--- src/rtl/mfh_pkg.sv ---
// Package for the masked fasthash64 block: constants, state and operation codes,
// and the command and status structs between controller and datapath.
// No dependencies.
`default_nettype none

package mfh_pkg;

  localparam int unsigned WORD_W     = 64;
  localparam int unsigned HALF_W     = 32;
  localparam int unsigned COUNT_W    = 4;
  localparam int unsigned KLEN_W     = 16;
  localparam int unsigned BYTES_PER_WORD = 8;
  localparam int unsigned IN_TDATA_W = 152;
  localparam int unsigned OUT_TDATA_W = 64;

  localparam logic [WORD_W-1:0] HASH_M  = 64'h8803_55f2_1e6d_1965;
  localparam logic [WORD_W-1:0] MIX_MUL = 64'h2127_599b_f432_5c37;
  localparam logic [WORD_W-1:0] SEED    = 64'd3111696;
  localparam int unsigned SHIFT_A = 23;
  localparam int unsigned SHIFT_B = 47;

  typedef enum logic [2:0] {
    ST_IDLE,
    ST_OPLOAD,
    ST_MUL_LL,
    ST_MUL_HL,
    ST_MUL_LH,
    ST_WRITE
  } state_t;

  typedef enum logic [1:0] {
    OP_SEED,
    OP_MIXW,
    OP_HASH,
    OP_MIXH
  } op_t;

  typedef enum logic [1:0] {
    STEP_LL,
    STEP_HL,
    STEP_LH
  } step_t;

  typedef struct packed {
    logic  capture;
    logic  load_ops;
    logic  mul_en;
    step_t step;
    logic  write_back;
    op_t   op;
  } cmd_t;

  typedef struct packed {
    logic out_free;
  } status_t;

endpackage

`default_nettype wire

--- src/rtl/mfh_ctrl.sv ---
// Controller for the masked fasthash64 block: sequences the seed, absorb and
// final-mix multiplications. Depends on mfh_pkg.
`default_nettype none

module mfh_ctrl (
  input  wire logic                        clk,
  input  wire logic                        rst,
  input  wire logic                        in_valid,
  output logic                             in_ready,
  input  wire logic                        in_first,
  input  wire logic                        in_last,
  input  wire logic [mfh_pkg::COUNT_W-1:0] in_count,
  input  wire mfh_pkg::status_t            status,
  output mfh_pkg::cmd_t                    cmd
);

  mfh_pkg::state_t state, state_next;
  mfh_pkg::op_t    op, op_next;
  logic            absorb, last;
  logic            in_has_bytes;

  assign in_has_bytes = (in_count != '0);

  always_ff @(posedge clk) begin
    if (rst) begin
      state  <= mfh_pkg::ST_IDLE;
      op     <= mfh_pkg::OP_SEED;
      absorb <= 1'b0;
      last   <= 1'b0;
    end else begin
      state <= state_next;
      op    <= op_next;
      if (state == mfh_pkg::ST_IDLE && in_valid) begin
        absorb <= in_has_bytes;
        last   <= in_last;
      end
    end
  end

  always_comb begin
    state_next = state;
    op_next    = op;
    unique case (state)
      mfh_pkg::ST_IDLE: begin
        if (in_valid && (in_first || in_has_bytes || in_last)) begin
          state_next = mfh_pkg::ST_OPLOAD;
          if (in_first) begin
            op_next = mfh_pkg::OP_SEED;
          end else if (in_has_bytes) begin
            op_next = mfh_pkg::OP_MIXW;
          end else begin
            op_next = mfh_pkg::OP_MIXH;
          end
        end
      end
      mfh_pkg::ST_OPLOAD: state_next = mfh_pkg::ST_MUL_LL;
      mfh_pkg::ST_MUL_LL: state_next = mfh_pkg::ST_MUL_HL;
      mfh_pkg::ST_MUL_HL: state_next = mfh_pkg::ST_MUL_LH;
      mfh_pkg::ST_MUL_LH: state_next = mfh_pkg::ST_WRITE;
      mfh_pkg::ST_WRITE: begin
        unique case (op)
          mfh_pkg::OP_SEED: begin
            if (absorb) begin
              state_next = mfh_pkg::ST_OPLOAD;
              op_next    = mfh_pkg::OP_MIXW;
            end else if (last) begin
              state_next = mfh_pkg::ST_OPLOAD;
              op_next    = mfh_pkg::OP_MIXH;
            end else begin
              state_next = mfh_pkg::ST_IDLE;
            end
          end
          mfh_pkg::OP_MIXW: begin
            state_next = mfh_pkg::ST_OPLOAD;
            op_next    = mfh_pkg::OP_HASH;
          end
          mfh_pkg::OP_HASH: begin
            if (last) begin
              state_next = mfh_pkg::ST_OPLOAD;
              op_next    = mfh_pkg::OP_MIXH;
            end else begin
              state_next = mfh_pkg::ST_IDLE;
            end
          end
          mfh_pkg::OP_MIXH: begin
            if (status.out_free) begin
              state_next = mfh_pkg::ST_IDLE;
            end
          end
        endcase
      end
      default: state_next = mfh_pkg::ST_IDLE;
    endcase
  end

  always_comb begin
    in_ready       = (state == mfh_pkg::ST_IDLE);
    cmd.capture    = (state == mfh_pkg::ST_IDLE) && in_valid;
    cmd.load_ops   = (state == mfh_pkg::ST_OPLOAD);
    cmd.mul_en     = 1'b0;
    cmd.step       = mfh_pkg::STEP_LL;
    cmd.write_back = 1'b0;
    cmd.op         = op;
    unique case (state)
      mfh_pkg::ST_MUL_LL: begin
        cmd.mul_en = 1'b1;
        cmd.step   = mfh_pkg::STEP_LL;
      end
      mfh_pkg::ST_MUL_HL: begin
        cmd.mul_en = 1'b1;
        cmd.step   = mfh_pkg::STEP_HL;
      end
      mfh_pkg::ST_MUL_LH: begin
        cmd.mul_en = 1'b1;
        cmd.step   = mfh_pkg::STEP_LH;
      end
      mfh_pkg::ST_WRITE: begin
        cmd.write_back = (op != mfh_pkg::OP_MIXH) || status.out_free;
      end
      default: begin
      end
    endcase
  end

endmodule

`default_nettype wire

--- src/rtl/mfh_dp.sv ---
// Datapath for the masked fasthash64 block: word masking, running hash, a
// shared 32x32 multiplier for 64-bit products, and the output register.
// Depends on mfh_pkg.
`default_nettype none

module mfh_dp (
  input  wire logic                         clk,
  input  wire logic                         rst,
  input  wire mfh_pkg::cmd_t                cmd,
  output mfh_pkg::status_t                  status,
  input  wire logic [mfh_pkg::WORD_W-1:0]   in_data,
  input  wire logic [mfh_pkg::WORD_W-1:0]   in_mask,
  input  wire logic [mfh_pkg::COUNT_W-1:0]  in_count,
  input  wire logic [mfh_pkg::KLEN_W-1:0]   in_klen,
  output logic                              out_valid,
  input  wire logic                         out_ready,
  output logic [mfh_pkg::WORD_W-1:0]        out_data
);

  logic [mfh_pkg::WORD_W-1:0] word, hash, opa, opb, acc;
  logic [mfh_pkg::KLEN_W-1:0] klen;
  logic [mfh_pkg::WORD_W-1:0] keep;
  logic [mfh_pkg::HALF_W-1:0] mul_a, mul_b;
  logic [mfh_pkg::WORD_W-1:0] prod;
  logic [mfh_pkg::WORD_W-1:0] acc_next;
  logic [mfh_pkg::WORD_W-1:0] mix_tail;

  // Bytes at or above the valid count are cleared; counts above eight keep all.
  always_comb begin
    for (int i = 0; i < mfh_pkg::BYTES_PER_WORD; i++) begin
      keep[i*8 +: 8] = (in_count[3] || (i < int'(in_count))) ? 8'hff : 8'h00;
    end
  end

  always_comb begin
    mul_a = opa[mfh_pkg::HALF_W-1:0];
    mul_b = opb[mfh_pkg::HALF_W-1:0];
    unique case (cmd.step)
      mfh_pkg::STEP_LL: begin
      end
      mfh_pkg::STEP_HL: mul_a = opa[mfh_pkg::WORD_W-1:mfh_pkg::HALF_W];
      mfh_pkg::STEP_LH: mul_b = opb[mfh_pkg::WORD_W-1:mfh_pkg::HALF_W];
      default: begin
      end
    endcase
  end

  assign prod = mul_a * mul_b;

  always_comb begin
    if (cmd.step == mfh_pkg::STEP_LL) begin
      acc_next = prod;
    end else begin
      acc_next = acc + {prod[mfh_pkg::HALF_W-1:0], {mfh_pkg::HALF_W{1'b0}}};
    end
  end

  assign mix_tail = acc ^ (acc >> mfh_pkg::SHIFT_B);
  assign status.out_free = !out_valid || out_ready;

  always_ff @(posedge clk) begin
    if (cmd.capture) begin
      word <= in_data & in_mask & keep;
      klen <= in_klen;
    end
    if (cmd.load_ops) begin
      unique case (cmd.op)
        mfh_pkg::OP_SEED: begin
          opa <= {{(mfh_pkg::WORD_W-mfh_pkg::KLEN_W){1'b0}}, klen};
          opb <= mfh_pkg::HASH_M;
        end
        mfh_pkg::OP_MIXW: begin
          opa <= word ^ (word >> mfh_pkg::SHIFT_A);
          opb <= mfh_pkg::MIX_MUL;
        end
        mfh_pkg::OP_HASH: begin
          opa <= hash;
          opb <= mfh_pkg::HASH_M;
        end
        mfh_pkg::OP_MIXH: begin
          opa <= hash ^ (hash >> mfh_pkg::SHIFT_A);
          opb <= mfh_pkg::MIX_MUL;
        end
      endcase
    end
    if (cmd.mul_en) begin
      acc <= acc_next;
    end
    if (cmd.write_back && cmd.op == mfh_pkg::OP_MIXH) begin
      out_data <= mix_tail;
    end
  end

  always_ff @(posedge clk) begin
    if (rst) begin
      hash      <= '0;
      out_valid <= 1'b0;
    end else begin
      if (cmd.write_back) begin
        unique case (cmd.op)
          mfh_pkg::OP_SEED: hash <= mfh_pkg::SEED ^ acc;
          mfh_pkg::OP_MIXW: hash <= hash ^ mix_tail;
          mfh_pkg::OP_HASH: hash <= acc;
          mfh_pkg::OP_MIXH: begin
          end
        endcase
      end
      if (cmd.write_back && cmd.op == mfh_pkg::OP_MIXH) begin
        out_valid <= 1'b1;
      end else if (out_ready) begin
        out_valid <= 1'b0;
      end
    end
  end

endmodule

`default_nettype wire

--- src/rtl/masked_fasthash64.sv ---
// Masked fasthash64 over a stream of 64-bit key words. Each 64-bit product runs on
// one shared 32x32 multiplier as operand load, three partial products and write-back.
// A word with bytes runs the word-mix and hash products, plus the seed product when
// it is first and the final mix when it is last; an item with nothing to do runs
// none. The result register lets the next beat be accepted while a hash waits.
// Synchronous reset clears the running hash to zero and empties the result register.
// Depends on mfh_pkg, mfh_ctrl and mfh_dp.
`default_nettype none

module masked_fasthash64 (
  input  wire logic                              clk,
  input  wire logic                              rst,
  input  wire logic                              s_tvalid,
  output logic                                   s_tready,
  // data_word, mask_word, bytes_in_word, key_length, zero fill to 152 bits.
  input  wire logic [mfh_pkg::IN_TDATA_W-1:0]    s_tdata,
  // first_word.
  input  wire logic                              s_tuser,
  input  wire logic                              s_tlast,
  output logic                                   m_tvalid,
  input  wire logic                              m_tready,
  // hash_value.
  output logic [mfh_pkg::OUT_TDATA_W-1:0]        m_tdata
);

  mfh_pkg::cmd_t    cmd;
  mfh_pkg::status_t status;

  mfh_ctrl u_ctrl (
    .clk      (clk),
    .rst      (rst),
    .in_valid (s_tvalid),
    .in_ready (s_tready),
    .in_first (s_tuser),
    .in_last  (s_tlast),
    .in_count (s_tdata[131:128]),
    .status   (status),
    .cmd      (cmd)
  );

  mfh_dp u_dp (
    .clk       (clk),
    .rst       (rst),
    .cmd       (cmd),
    .status    (status),
    .in_data   (s_tdata[63:0]),
    .in_mask   (s_tdata[127:64]),
    .in_count  (s_tdata[131:128]),
    .in_klen   (s_tdata[147:132]),
    .out_valid (m_tvalid),
    .out_ready (m_tready),
    .out_data  (m_tdata)
  );

endmodule

`default_nettype wire

--- config.mk ---
export PLATFORM = sky130hd
export DESIGN_NAME = masked_fasthash64
export DESIGN_NICKNAME = d
export VERILOG_FILES = /design/src/rtl/mfh_pkg.sv /design/src/rtl/mfh_ctrl.sv /design/src/rtl/mfh_dp.sv /design/src/rtl/masked_fasthash64.sv
export SDC_FILE = /design/constraint.sdc
export NUM_CORES = 2
export LEC_CHECK = 0
export ABC_CLOCK_PERIOD_IN_PS = 12800
export BUFFER_PORTS_ARGS = -buffer_cell sky130_fd_sc_hd__buf_2
export CAP_MARGIN = 0
export CORE_ASPECT_RATIO = 1.5
export CORE_MARGIN = 10
export CORE_UTILIZATION = 40
export CTS_BUF_LIST = sky130_fd_sc_hd__clkbuf_16
export DETAILED_ROUTE_END_ITERATION = 12
export SLEW_MARGIN = 30
export SYNTH_ARGS = -nofsm -noshare
export SYNTH_HDL_FRONTEND = slang
export SYNTH_SLANG_ARGS = --single-unit
export TNS_END_PERCENT = 100
--- constraint.sdc ---
create_clock -name clk -period 12.8 [get_ports clk]
set_input_delay 1.28 -clock clk [delete_from_list [all_inputs] [get_ports clk]]
set_output_delay 1.28 -clock clk [all_outputs]
set_load 0.03 [all_outputs]
==> results_dict.tcl <==
set metrics [dict create \
    initial_core_util_pct 40.2 \
    area_growth_pct 8.25 \
    vias 33600 \
    synth_top_family_by_area "adder cells" \
    max-slew-margin-rel_pct 22.9 \
    dr.pass1.iters 6 \
    clock_skew_ns 0.0503 \
    fmax_mhz 93.1 \
    synth_fp_nets 5928 \
    rows 151 \
    clkTransAtPathRegs_ns 0.09 \
    cts_tree "built" \
    tns_ns 0 \
    design_area_um2 49100 \
    fin_crit_sh_pct 83.9 \
    diodes 0 \
    die-area_um2 128000 \
    path_class "register to register" \
    post-cts-setup-buffers 0 \
    clockBufferDepth 3 \
    synth.ff_latch_count 346 \
    die_width_um 295 \
    grt_pass1_vias 36200 \
    min_period_ns 10.74 \
    synth_cell_types 82 \
    clkSinkCount 346 \
    dp_slack_ns 2.27 \
    vias_per_cell 5.43 \
    synth_largest_area_cell "fa_1" \
    critical_path_required_ns 13.19 \
    synth.yosys.seq_area_share_pct 21.3 \
    start_kind "register" \
    wl_per_cell_um 28.2 \
    worstSetupEndpointType "register" \
    cpPeakStageDelay_ns 0.71 \
    maxCapViolations 0 \
    grt_usage_pct 27.5 \
    tightest_slew_ns 1.14 \
    drive_gt1_share_pct 8.27 \
    route.detailed.drc 0 \
    fin_ws_ns 2.06 \
    numPortBuffers 219 \
    cts_buffers 30 \
    h-tree-depth 1 \
    cts_hold_buf 0 \
    synthXorXnorAreaFrac_pct 2.99 \
    postSynth.asyncResetShare_pct 0 \
    syn_area_per_cell_um2 9.89 \
    wl_um 175000 \
    ant_nets 0 \
    grt_max_degree 84 \
    syn_inst 4586 \
    final_common_cell "inv_1" \
    critical-path-slowest-cell "fa_1" \
    grt_overflow 0 \
    dpl_cell_area_um2 48000 \
    yosys.area_share.simple_pct 9.86 \
    slew_viol_final 0 \
    hpwlAfterDp_um 152000 \
    synth_compound_area_share_pct 10.2 \
    grt_pass1_wl_um 249000 \
    cts-root-buf "clkbuf_16" \
    hold_ws_ns 0.489 \
    outcome "finished, final reports clean" \
    clock_latency_ns 0.64 \
    core_um2 113000 \
    setup_viol 0 \
    rsz0062_at_grt "no" \
    die_h_um 432 \
    final_cell_mix "inv_1 (965), fa_1 (768), ha_1 (412)" \
    ys.flop_type "edfxtp_1" \
    fin_nets 6056 \
    hp-class "register to register" \
    hold_violations 0 \
    antenna_found_initial 4 \
    cp_max_fo 39 \
    cts.repair.resized 0 \
    synthTopCellsByArea "fa_1 (34%), edfxtp_1 (18%), ha_1 (11%), inv_1 (8.0%), dfxtp_1 (3.2%)" \
    nFillCells 11000 \
    cp.arrival_ns 11.12 \
    crit_top_cell "fa_1" \
    synthMuxAreaShare_pct 0.921 \
    drtIter0Drc 2348 \
    yosysTopAreaCellShare_pct 33.9 \
    ioPinCount 224 \
    synth-adder-area-share_pct 45.4 \
    synthesis.area_um2 45400 \
    synth_edf_count 274 \
    synth_warnings 0 \
    place_congestion 1.01 \
]
[metrics by stage]
| step | instances | utilization, % |
|---|---|---|
| 2_1_floorplan | 4586 | - |
| 3_3_place_gp | 6135 | 42.6 |
| 3_5_place_dp | 6135 | 42.6 |
| 4_1_cts | 6191 | 43.5 |
| 6_report | 6191 | 43.5 |
| 5_1_grt | 6191 | 43.5 |
[kinds of logic (layout without fill, tap and decap cells)]
kind of cell    Yosys count  in the layout
compound gates          735            735
xor+xnor                155            155
fa+ha+maj              1184           1184
buf+inv                1124           1276
flops                   346            346
mux                      39             39
simple gates           1003           1003
[synthesized netlist by cell type (6+ instances only)]
library cell    n
nand3_1        18
nor3_1         11
o21ai_1        21
nand2b_1       20
or3_1           6
xor2_1         89
ha_1          416
mux2i_1        17
dfxtp_1        72
a22o_1         11
a31oi_1         6
nand4_1        27
and2_1         41
a211oi_1       35
a22oi_1        38
and3_1         81
o21ai_0       264
or2_2          12
nor2_1        350
a32oi_1        43
nand2_1       371
o21bai_1       17
a21oi_1       181
inv_1         963
xnor2_1        66
nor2b_1        49
a21o_1         41
o31ai_1         9
fa_1          768
edfxtp_1      274
buf_2          17
mux2_2         22
clkbuf_1      121
buf_1          22
[state kept, by name, indices dropped and copies added (netlist names)]
name / cells
u_dp.acc: 64
u_dp.hash: 64
u_dp.opa: 64
u_dp.out_data: 64
u_dp.word: 64
u_dp.klen: 16
u_ctrl.state: 3
u_ctrl.op: 2
u_dp.opb: 2
u_ctrl.absorb: 1
u_ctrl.last: 1
u_dp.out_valid: 1
[worst max-delay path: cells and delay by family (launching register included)]
family	cells	cell delay (ns)
AOI/OAI and AO/OA	6	1.51
xor gates and xnor gates	2	0.48
adders and majority gates	10	4.79
buffers and inverters	7	1.05
DFF	1	0.69
muxes	2	0.31
and+or+nand+nor	8	1.59
[path summary, 6_finish.rpt]
| check | end | cells after the start | start | slack [ns] |
|---|---|---|---|---|
| max | u_dp.acc[63] | 35 | u_ctrl.state[2] | 2.06 |
| min | u_dp.out_data[28] | 0 | u_dp.acc[28] | 0.49 |
| max reg2reg | u_dp.acc[63] | 35 | u_ctrl.state[2] | 2.06 |
| min reg2reg | u_dp.out_data[28] | 0 | u_dp.acc[28] | 0.49 |
[per-layer routing]
layer | wire length (um) | global-route usage (%)
met5 | 0 | 0
met4 | 18500 | 23.9
met3 | 6710 | 2.08
met2 | 91200 | 50.2
met1 | 58400 | 28.1
[layout make-up]
| type | count | area [um2] | area share [%] |
|---|---|---|---|
| Inverter | 964 | 3620 | 7.37 |
| Clock inverter | 26 | 357 | 0.726 |
| Multi-Input combinational cell | 3116 | 31500 | 64.2 |
| Clock buffer | 30 | 751 | 1.53 |
| Tap cell | 1453 | 1820 | 3.70 |
| Timing Repair Buffer | 256 | 1390 | 2.82 |
| Sequential cell | 346 | 9670 | 19.7 |
Power is not shown: default switching activity piles up to over one toggle a cycle in this logic, so the estimate is an artifact.
